$ cat src/rtl/grs_pkg.sv
// ----------------------------------------------------------------------------
// grs_pkg
// types and fixed widths shared by the group reverse stream block
// ----------------------------------------------------------------------------
package grs_pkg;

    localparam int DATA_W  = 32;
    localparam int GSIZE_W = 5;

    typedef struct packed {
        logic signed [DATA_W-1:0] value;
        logic                     end_of_sequence;
    } t_in_item;

    typedef struct packed {
        logic signed [DATA_W-1:0] out_value;
        logic                     out_last;
    } t_out_item;

    // move requests for the row of cells
    typedef struct packed {
        logic shift_right;
        logic shift_left;
    } t_cell_ctl;

    // controller to datapath
    typedef struct packed {
        t_cell_ctl row;
        logic      emit;
        logic      emit_tail;
        logic      emit_last;
    } t_grs_ctl;

endpackage

$ cat src/rtl/grs_cell.sv
// ----------------------------------------------------------------------------
// grs_cell
// one element of the group store, moves towards either neighbour
// ----------------------------------------------------------------------------
module grs_cell (
    input  logic                              i_clk,
    input  grs_pkg::t_cell_ctl                i_ctl,
    input  logic signed [grs_pkg::DATA_W-1:0] i_prev,
    input  logic signed [grs_pkg::DATA_W-1:0] i_next,
    output logic signed [grs_pkg::DATA_W-1:0] o_data
);

    logic signed [grs_pkg::DATA_W-1:0] r_data;
    logic signed [grs_pkg::DATA_W-1:0] n_data;

    always_comb begin
        if (i_ctl.shift_right) begin
            n_data = i_prev;
        end else if (i_ctl.shift_left) begin
            n_data = i_next;
        end else begin
            n_data = r_data;
        end
    end

    always_ff @(posedge i_clk) begin
        r_data <= n_data;
    end

    assign o_data = r_data;

endmodule

$ cat src/rtl/grs_ctrl.sv
// ----------------------------------------------------------------------------
// grs_ctrl
// fill, align and drain sequencing for the row of cells
// ----------------------------------------------------------------------------
module grs_ctrl #(
    parameter int MAX_GROUP = 16,
    parameter int CW        = $clog2(MAX_GROUP + 1)
) (
    input  logic              i_clk,
    input  logic              i_rst_n,
    input  logic              i_in_fire,
    input  logic              i_eos,
    input  logic [CW-1:0]     i_k,
    input  logic              i_slot_free,
    output logic              o_in_ready,
    output grs_pkg::t_grs_ctl o_ctl
);

    typedef enum logic [3:0] {
        S_FILL  = 4'b0001,
        S_POP   = 4'b0010,
        S_ALIGN = 4'b0100,
        S_FIFO  = 4'b1000
    } t_state;

    t_state        r_state, n_state;
    logic [CW-1:0] r_fill, n_fill;
    logic [CW-1:0] r_rem, n_rem;
    logic [CW-1:0] r_align, n_align;
    logic          r_last, n_last;
    logic [CW-1:0] w_n;
    logic [CW-1:0] w_gap;

    assign w_n   = r_fill + CW'(1);
    assign w_gap = CW'(MAX_GROUP) - w_n;

    always_comb begin
        n_state = r_state;
        n_fill  = r_fill;
        n_rem   = r_rem;
        n_align = r_align;
        n_last  = r_last;
        o_ctl   = '0;
        unique case (r_state)
            S_FILL: begin
                if (i_in_fire) begin
                    o_ctl.row.shift_right = 1'b1;
                    if (w_n >= i_k) begin
                        n_state = S_POP;
                        n_rem   = w_n;
                        n_fill  = '0;
                        n_last  = i_eos;
                    end else if (i_eos) begin
                        // partial group: walk the oldest beat to the tail cell
                        n_rem   = w_n;
                        n_fill  = '0;
                        n_last  = 1'b1;
                        n_align = w_gap;
                        n_state = (w_gap != '0) ? S_ALIGN : S_FIFO;
                    end else begin
                        n_fill = w_n;
                    end
                end
            end
            S_POP: begin
                if (i_slot_free) begin
                    o_ctl.emit           = 1'b1;
                    o_ctl.row.shift_left = 1'b1;
                    o_ctl.emit_last      = r_last && (r_rem == CW'(1));
                    n_rem                = r_rem - CW'(1);
                    if (r_rem == CW'(1)) begin
                        n_state = S_FILL;
                    end
                end
            end
            S_ALIGN: begin
                o_ctl.row.shift_right = 1'b1;
                n_align               = r_align - CW'(1);
                if (r_align == CW'(1)) begin
                    n_state = S_FIFO;
                end
            end
            S_FIFO: begin
                if (i_slot_free) begin
                    o_ctl.emit            = 1'b1;
                    o_ctl.emit_tail       = 1'b1;
                    o_ctl.row.shift_right = 1'b1;
                    o_ctl.emit_last       = r_last && (r_rem == CW'(1));
                    n_rem                 = r_rem - CW'(1);
                    if (r_rem == CW'(1)) begin
                        n_state = S_FILL;
                    end
                end
            end
            default: begin
                n_state = S_FILL;
            end
        endcase
    end

    always_ff @(posedge i_clk) begin
        if (!i_rst_n) begin
            r_state <= S_FILL;
            r_fill  <= '0;
            r_rem   <= '0;
            r_align <= '0;
            r_last  <= 1'b0;
        end else begin
            r_state <= n_state;
            r_fill  <= n_fill;
            r_rem   <= n_rem;
            r_align <= n_align;
            r_last  <= n_last;
        end
    end

    assign o_in_ready = (r_state == S_FILL);

endmodule

$ cat src/rtl/group_reverse_stream.sv
// ----------------------------------------------------------------------------
// group_reverse_stream
// reverses a stream of signed words in groups of the configured size; a trailing partial group leaves in arrival order
// drain: after the last input beat of a full group the controller pops it newest
//   first from the head cell; a trailing partial group is first shifted to the tail cell
// flow: no input is taken while a group drains, as the single row of cells
//   either fills or drains; the drain waits on a free output slot
// reset: synchronous, active low; group size returns to 1, fill count to 0
// ----------------------------------------------------------------------------
module group_reverse_stream #(
    parameter int MAX_GROUP = 16
) (
    input  logic                         i_clk,
    input  logic                         i_rst_n,
    input  logic                         i_in_valid,
    output logic                         o_in_ready,
    input  grs_pkg::t_in_item            i_in,
    output logic                         o_out_valid,
    input  logic                         i_out_ready,
    output grs_pkg::t_out_item           o_out,
    input  logic                         i_cfg_valid,
    output logic                         o_cfg_ready,
    input  logic [grs_pkg::GSIZE_W-1:0]  i_cfg_data
);

    localparam int CW = $clog2(MAX_GROUP + 1);
    localparam int KW = (CW > grs_pkg::GSIZE_W) ? CW : grs_pkg::GSIZE_W;

    logic [grs_pkg::GSIZE_W-1:0]       r_group_size;
    logic [KW-1:0]                     w_gs_ext;
    logic [CW-1:0]                     w_k;
    logic                              w_in_fire;
    logic                              w_slot_free;
    grs_pkg::t_grs_ctl                 w_ctl;
    logic signed [grs_pkg::DATA_W-1:0] w_data [MAX_GROUP];
    logic                              r_ovalid, n_ovalid;
    grs_pkg::t_out_item                r_out;

    assign o_cfg_ready = 1'b1;

    always_ff @(posedge i_clk) begin
        if (!i_rst_n) begin
            r_group_size <= grs_pkg::GSIZE_W'(1);
        end else if (i_cfg_valid) begin
            r_group_size <= i_cfg_data;
        end
    end

    // zero behaves as one, anything above the row length saturates
    assign w_gs_ext = KW'(r_group_size);
    always_comb begin
        if (r_group_size == '0) begin
            w_k = CW'(1);
        end else if (w_gs_ext > KW'(MAX_GROUP)) begin
            w_k = CW'(MAX_GROUP);
        end else begin
            w_k = CW'(w_gs_ext);
        end
    end

    assign w_in_fire   = i_in_valid && o_in_ready;
    assign w_slot_free = !r_ovalid || i_out_ready;

    grs_ctrl #(
        .MAX_GROUP (MAX_GROUP),
        .CW        (CW)
    ) u_ctrl (
        .i_clk       (i_clk),
        .i_rst_n     (i_rst_n),
        .i_in_fire   (w_in_fire),
        .i_eos       (i_in.end_of_sequence),
        .i_k         (w_k),
        .i_slot_free (w_slot_free),
        .o_in_ready  (o_in_ready),
        .o_ctl       (w_ctl)
    );

    // cell 0 is the head, new beats enter there
    for (genvar g = 0; g < MAX_GROUP; g++) begin : g_cell
        logic signed [grs_pkg::DATA_W-1:0] w_prev;
        logic signed [grs_pkg::DATA_W-1:0] w_next;
        if (g == 0) begin : g_head
            assign w_prev = i_in.value;
        end else begin : g_body
            assign w_prev = w_data[g-1];
        end
        if (g == MAX_GROUP - 1) begin : g_tail
            assign w_next = w_data[g];
        end else begin : g_mid
            assign w_next = w_data[g+1];
        end
        grs_cell u_cell (
            .i_clk  (i_clk),
            .i_ctl  (w_ctl.row),
            .i_prev (w_prev),
            .i_next (w_next),
            .o_data (w_data[g])
        );
    end

    always_comb begin
        if (w_ctl.emit) begin
            n_ovalid = 1'b1;
        end else if (i_out_ready) begin
            n_ovalid = 1'b0;
        end else begin
            n_ovalid = r_ovalid;
        end
    end

    always_ff @(posedge i_clk) begin
        if (!i_rst_n) begin
            r_ovalid <= 1'b0;
        end else begin
            r_ovalid <= n_ovalid;
        end
    end

    always_ff @(posedge i_clk) begin
        if (w_ctl.emit) begin
            r_out.out_value <= w_ctl.emit_tail ? w_data[MAX_GROUP-1] : w_data[0];
            r_out.out_last  <= w_ctl.emit_last;
        end
    end

    assign o_out_valid = r_ovalid;
    assign o_out       = r_out;

endmodule

$ cat config.mk
export PLATFORM = sky130hd
export DESIGN_NAME = group_reverse_stream
export DESIGN_NICKNAME = d
export VERILOG_FILES = /design/src/rtl/grs_pkg.sv /design/src/rtl/grs_cell.sv /design/src/rtl/grs_ctrl.sv /design/src/rtl/group_reverse_stream.sv
export SDC_FILE = /design/constraint.sdc
export NUM_CORES = 1
export LEC_CHECK = 0
export ABC_AREA = 1
export BUFFER_PORTS_ARGS = -buffer_cell sky130_fd_sc_hd__buf_4
export CORE_MARGIN = 2
export CORE_UTILIZATION = 50
export CTS_CLUSTER_DIAMETER = 120
export DETAILED_ROUTE_END_ITERATION = 10
export PLACE_DENSITY = 0.71
export RECOVER_POWER = 50
export SLEW_MARGIN = 15
export SYNTH_ARGS = -nofsm -noshare
export SYNTH_HDL_FRONTEND = slang
export SYNTH_SLANG_ARGS = --single-unit
$ cat constraint.sdc
create_clock -name i_clk -period 17.99 [get_ports i_clk]
set_clock_uncertainty 0.15 [all_clocks]
set_input_delay 1.799 -clock i_clk [delete_from_list [all_inputs] [get_ports i_clk]]
set_output_delay 1.799 -clock i_clk [all_outputs]
set_load 0.01 [all_outputs]
==> flow_summary.yaml, run 1 <==
status:
  run_status: "complete, but fails checks"
  violations: "capacitance limit, slew limit"
worst_setup_path:
  path_cells: "clkbuf_4 > nor2_1 > nor2_2 > clkbuf_1 > nor3_1 > clkbuf_1 > clkbuf_1 > o21ai_0"
  critPathCaptureType: "flop"
  arrival_ns: 9.94
  critical_path_top_delay_cell: "sky130_fd_sc_hd__clkbuf_1"
  crit_family: "buffers and inverters"
  worst-path-buf-inv: 4
  critPathMaxFanout: 103
  critPathLaunchType: "input pin"
  worstSetupStartpoint: "i_out_ready"
  crit_type: "in -> reg"
  cp_slowest_stage_delay_ns: 2.88
  r2r_start: "o_out_valid"
  cp_common_cell: "sky130_fd_sc_hd__clkbuf_1"
  crit_required_ns: 18.02
  register_to_register_setup_slack_ns: 9.00
place:
  placer_congestion_estimate: 0.8386
  dp.cells: 3011
  post-dp-hpwl_um: 26080
  placement.setup.worst_slack_ns: 11.32
  port_buffers: 77
clocking:
  cts_made_buffers: 58
  post_cts_buffers: 0
  cts_tree: "yes"
  clk_pin_slew_worst_paths_ns: 0.06
  clkLatencyLatePin_ns: 0.60
  clock_sink_count: 571
  cts.htree.levels: 2
  maximum_buffer_depth_of_the_clock_tree: 3
  number_of_gates_resized_after_cts: 0
  cts_hold_repair.buffers: 0
  cts_root_buf: "sky130_fd_sc_hd__clkbuf_16"
timing:
  rsz0062_at_grt: "no"
  max_slew.worst_pin.slew_ns: 4.624
  finalHoldViolCount: 0
  fmax_ghz: 0.1008
  finalMaxSlewViolations: 708
  fin_worst_hold_slack_ns: 0.3008
  fin_tns_setup_ns: 0
  max_slew_margin_pct: -208.3
  fin_crit_ns: 9.916
  finalSetupViolations: 0
  finalWorstSetupSlack_ns: 8.074
  min_period_over_period_pct: 55.12
min_path:
  timing.hold.worst.class: "reg -> reg"
  hold_wc_startpoint: "g_cell[14].u_cell.o_data[28]"
final_layout:
  layout_common_cells: "sky130_fd_sc_hd__nand2_1, sky130_fd_sc_hd__edfxtp_1, sky130_fd_sc_hd__o21ai_0"
  layout_commonest_cell: "sky130_fd_sc_hd__nand2_1"
  layout.nets: 2511
  stdcell_count: 3121
  area_growth_syn_to_layout_pct: 10.60
  post_route_cells_drive_above_1_share_pct: 5.427
  antenna_cells: 0
drt:
  postRouteAntennaNets: 0
  wl_um: 45530
  drc_errors: 0
  routed_wire_length_per_instance_um: 14.59
  count_of_routing_violations_after_the_opening_detailed_route_iteration: 1748
  dr_total_vias: 16040
  drt_first_pass_iters: 6
  detail_routed_via_count_per_cell: 5.140
flow_run:
  drv_cap: 9
synthesis:
  synthDistinctLibCells: 28
  netlist_instances: 2420
  ys_seq_elements: 571
  post_synthesis_average_cell_area_um2: 10.09
  syn_area_um2: 24420
  synthesis.yosys.warnings: 0
  yosysSeqAreaShare_pct: 69.15
  synthesis.nets: 2474
floorplan:
  die_h_um: 225.0
  initial_core_util_pct: 50.93
  boundaryPins: 79
  area_of_the_die_um2: 50620
  core_um2: 47950
  core.rowCount: 80
  die_width_um: 225.0
power:
  worst_ir_drop_vdd_v: 0.0001166
  total_power_per_unit_cell_area_nw_per_um2: 223.9
  total_leakage_power_nw: 11.40
grt:
  grt_overflow: 0
  wire_length_of_the_first_global_routing_pass_um: 74840
  antenna_found_initial: 0
  grt_pass1_vias: 14790
  track_usage_pct: 17.95
  grt_start_max_net_pins: 207
==> power breakdown <==
part	total (mW)	internal (mW)	leakage [nW]	switching, mW
Clock	1.20	0.702	0.925	0.494
Combinational	1.91	0.595	5.09	1.31
Sequential	2.94	2.62	5.39	0.323
==> layout make-up <==
class / count / area (um2)
Inverter: 106 / 405.4
Timing Repair Buffer: 93 / 556.8
Clock buffer: 73 / 1572
Sequential cell: 571 / 16890
Fill cell: 4018 / 20940
Clock inverter: 36 / 319.1
Tap cell: 615 / 769.5
Multi-Input combinational cell: 1627 / 6500
==> cell families after synthesis <==
| logic type | count (synthesis) | share of synthesized area [%] |
|---|---|---|
| AO/OA/AOI/OAI | 163 | 3.346 |
| flip-flops | 571 | 69.15 |
| other | 1 | 0.01536 |
| buffers and inverters | 222 | 4.181 |
| XOR/XNOR | 6 | 0.2152 |
| adder cells (fa/ha/maj) | 11 | 0.5636 |
| AND/OR/NAND/NOR | 1446 | 22.53 |
==> worst register-to-register path, cell delays in order, from the launching register on <==
cell                       delay (ns)
sky130_fd_sc_hd__dfxtp_1         0.35
sky130_fd_sc_hd__inv_1           0.05
sky130_fd_sc_hd__nor2_1          0.21
sky130_fd_sc_hd__nor2_2          0.07
sky130_fd_sc_hd__clkbuf_1        0.84
sky130_fd_sc_hd__nor3_1          0.97
sky130_fd_sc_hd__clkbuf_1        2.54
sky130_fd_sc_hd__clkbuf_1        2.95
sky130_fd_sc_hd__o21ai_0         0.44
==> state kept, by name, indices dropped and copies added (netlist names) <==
| register | flops |
|---|---|
| r_group_size | 5 |
| g_cell.u_cell.o_data | 512 |
| u_ctrl.r_state | 4 |
| u_ctrl.r_fill | 5 |
| o_out_valid | 1 |
| o_out | 33 |
| u_ctrl.r_align | 5 |
| u_ctrl.r_last | 1 |
| u_ctrl.r_rem | 5 |
==> cell usage after synthesis, drive strengths merged <==
master,number,share of area (%)
nand2,1368,21
edfxtp,545,67
o21ai,150,3.1
inv,104,1.6
buf,102,2.3
nor2,54,0.88
dfxtp,26,2.1
clkbuf,14,0.22
a21oi,12,0.25
ha,11,0.56
nand3,10,0.20
nand4,7,0.20
xor2,5,0.18
nor3,4,0.13
clkinv,2,0.031
a31oi,1,0.026
and2,1,0.026
conb,1,0.015
nand3b,1,0.031
or2,1,0.026
xnor2,1,0.036
==> per-stage QoR <==
| stage | util [%] | area, um2 | power, mW |
|---|---|---|---|
| floorplan | - | 24420 | 4.667 |
| global placement | 52.71 | 25270 | 4.702 |
| detailed placement | 52.71 | 25270 | 4.810 |
| CTS | 56.66 | 27160 | 6.035 |
| global route | 56.33 | 27010 | 6.518 |
| finish | 56.33 | 27010 | 6.047 |
==> path summary, 6_finish.rpt <==
| check | to | depth (start not counted) |
|---|---|---|
| worst min-delay path | g_cell[15].u_cell.o_data[28] | 0 |
| worst min register to register | g_cell[15].u_cell.o_data[28] | 0 |
| worst max-delay path | g_cell[2].u_cell.o_data[1] | 8 |
| worst max register to register | g_cell[2].u_cell.o_data[1] | 8 |
==> metal layers <==
| metal | vias to the layer above | part of all wire, % | GRT usage (%) |
|---|---|---|---|
| met4 | 0 | 1.8 | 4.999 |
| li1 | 7944 | - | - |
| met5 | - | 0 | 0 |
| met3 | 54 | 5.1 | 2.503 |
| met2 | 424 | 45 | 26.75 |
| met1 | 7621 | 48 | 27.64 |
No activity file was read; power rests on OpenSTA's default activity.
==> run 2: changes to the inputs <==
--- a/config.mk
+++ b/config.mk
@@ -11,7 +11,7 @@
 export CORE_UTILIZATION = 50
 export CTS_CLUSTER_DIAMETER = 120
 export DETAILED_ROUTE_END_ITERATION = 10
-export PLACE_DENSITY = 0.71
+export PLACE_DENSITY = 0.74
 export RECOVER_POWER = 50
 export SLEW_MARGIN = 15
 export SYNTH_ARGS = -nofsm -noshare
==> constraint.sdc (replaced) <==
create_clock -name i_clk -period 8.6 [get_ports i_clk]
set_clock_uncertainty 0.15 [all_clocks]
set_input_delay 0.86 -clock i_clk [delete_from_list [all_inputs] [get_ports i_clk]]
set_output_delay 0.86 -clock i_clk [all_outputs]
set_load 0.01 [all_outputs]
==> flow_summary.yaml, run 2 (synthesis gave the netlist of run 1 again) <==
clocking:
  cts_made_buffers: 55
  cts.htree.levels: 2
  clk_pin_slew_worst_paths_ns: 0.06
  cts_tree: "yes"
  cts_hold_repair.buffers: 0
  number_of_gates_resized_after_cts: 0
  clock_sink_count: 571
  cts_root_buf: "sky130_fd_sc_hd__clkbuf_16"
  maximum_buffer_depth_of_the_clock_tree: 3
  post_cts_buffers: 0
  clkLatencyLatePin_ns: 0.59
timing:
  finalMaxSlewViolations: 99
  fmax_ghz: 0.1665
  fin_tns_setup_ns: 0
  min_period_over_period_pct: 69.86
  fin_crit_ns: 6.008
  finalSetupViolations: 0
  rsz0062_at_grt: "no"
  max_slew.worst_pin.slew_ns: 2.208
  finalHoldViolCount: 0
  max_slew_margin_pct: -47.20
worst_setup_path:
  cp_slowest_stage_delay_ns: 1.57
  arrival_ns: 6.28
  critPathMaxFanout: 150
  crit_type: "reg -> reg"
  path_cells: "nor2_1 > nand2_1 > nor2_2 > clkbuf_1 > nor3_4 > clkbuf_1 > buf_4 > inv_8 > buf_4 > nand2_1 > o21ai_1"
  crit_required_ns: 8.87
  critPathLaunchType: "flop"
  critical_path_top_delay_cell: "sky130_fd_sc_hd__clkbuf_1"
  critPathCaptureType: "flop"
floorplan:
  core.rowCount: 80
  die_h_um: 225.0
  boundaryPins: 79
  core_um2: 47950
  initial_core_util_pct: 50.93
  area_of_the_die_um2: 50620
  die_width_um: 225.0
final_layout:
  post_route_cells_drive_above_1_share_pct: 5.529
  layout.filler_cells: 3986
  layout.core_utilization_pct: 56.19
  area_growth_syn_to_layout_pct: 10.33
  layout_commonest_cell: "sky130_fd_sc_hd__nand2_1"
  layout.nets: 2504
  layout_common_cells: "sky130_fd_sc_hd__nand2_1, sky130_fd_sc_hd__edfxtp_1, sky130_fd_sc_hd__inv_1"
  antenna_cells: 0
  largest_register_ff_count: 512
grt:
  track_usage_pct: 17.59
  grt_overflow: 0
  antenna_found_initial: 0
  grt_start_max_net_pins: 237
  wire_length_of_the_first_global_routing_pass_um: 74000
  grt_pass1_vias: 14690
place:
  port_buffers: 77
  post-dp-hpwl_um: 25720
  placer_congestion_estimate: 0.8237
drt:
  detail_routed_via_count_per_cell: 5.123
  count_of_routing_violations_after_the_opening_detailed_route_iteration: 1659
  dr_total_vias: 15940
  postRouteAntennaNets: 0
  wl_um: 44710
  drt_first_pass_iters: 5
  met3WireLength_um: 2433
  wl_met2_um: 19680
  routed_wire_length_per_instance_um: 14.37
  route.layer.met1.wl_um: 21800
  top_layer_used: "met4"
  drc_errors: 0
power:
  clock_power_share_pct: 19.5
  total_leakage_power_nw: 11.37
  total_power_per_unit_cell_area_nw_per_um2: 460.6
  net-switching-power_mw: 4.433
  worst_ir_drop_vdd_v: 0.0003959
  cell_internal_pwr_mw: 7.977
  p_comb_share_pct: 30.8
  sequential_share_of_power_pct: 49.7
  switching_share_pct: 35.73
min_path:
  timing.hold.worst.class: "reg -> reg"
status:
  run_status: "complete, but fails checks"
  violations: "capacitance limit, slew limit"
flow_run:
  drv_cap: 3
==> run 2: cell count changes in the layout (fill, tap and decap cells not counted), sizes merged <==
cell,before,now
clkbuf,118,109
bufinv,6,7
clkinv,30,26
clkinvlp,1,0
buf,48,51
==> run 2: final timing paths <==
path,startpoint,endpoint,slack (ns),depth (start not counted)
max,u_ctrl.r_state[0],g_cell[1].u_cell.o_data[30],2.59,11
min,g_cell[14].u_cell.o_data[13],g_cell[15].u_cell.o_data[13],0.30,0
max reg2reg,u_ctrl.r_state[0],g_cell[1].u_cell.o_data[30],2.59,11
min reg2reg,g_cell[14].u_cell.o_data[13],g_cell[15].u_cell.o_data[13],0.30,0
==> run 2: per-layer routing <==
layer  GRT usage [%]  vias up
met5               0        -
met4           4.358        0
met3           2.647       56
met2           25.75      370
met1           27.59     7583
li1                -     7928
==> run 2: worst max-delay path, delay by kind of cell (launching register included) <==
| family | cells | cell delay [ns] |
|---|---|---|
| simple gates | 5 | 0.52 |
| buf+inv | 5 | 4.52 |
| compound gates | 1 | 0.12 |
| flops | 1 | 0.36 |
==> run 2: final cells by class <==
cell class | count | area, um2 | share of cell area (%)
Timing Repair Buffer | 89 | 563.0 | 2.090
Clock inverter | 32 | 337.8 | 1.254
Clock buffer | 71 | 1458 | 5.410
Inverter | 106 | 405.4 | 1.505
Multi-Input combinational cell | 1627 | 6523 | 24.21
Tap cell | 615 | 769.5 | 2.856
Sequential cell | 571 | 16890 | 62.68
==> run 2: power by group through the flow <==
stage / clock network [mW] / logic [mW] / registers [mW]
after floorplan: 0 / 3.06 / 6.33
after global placement: 0 / 3.66 / 6.15
after detailed placement: 0 / 3.87 / 6.19
after CTS: 2.47 / 3.89 / 6.16
after global routing: 2.57 / 4.45 / 6.34
final: 2.42 / 3.83 / 6.17
==> run 2: metrics by stage <==
step / cells / setup WS [ns] / hold slack (ns) / power (mW) / area, um2
floorplan: 2420 / 0.3507 / 0.2768 / 9.393 / 24420
global placement: 3008 / 3.856 / 0.2819 / 9.810 / 25300
detailed placement: 3008 / 3.769 / 0.2845 / 10.06 / 25300
CTS: 3111 / 4.273 / 0.2975 / 12.52 / 27090
global route: 3111 / 1.984 / 0.3040 / 13.36 / 26940
finish: 3111 / 2.592 / 0.2995 / 12.41 / 26940
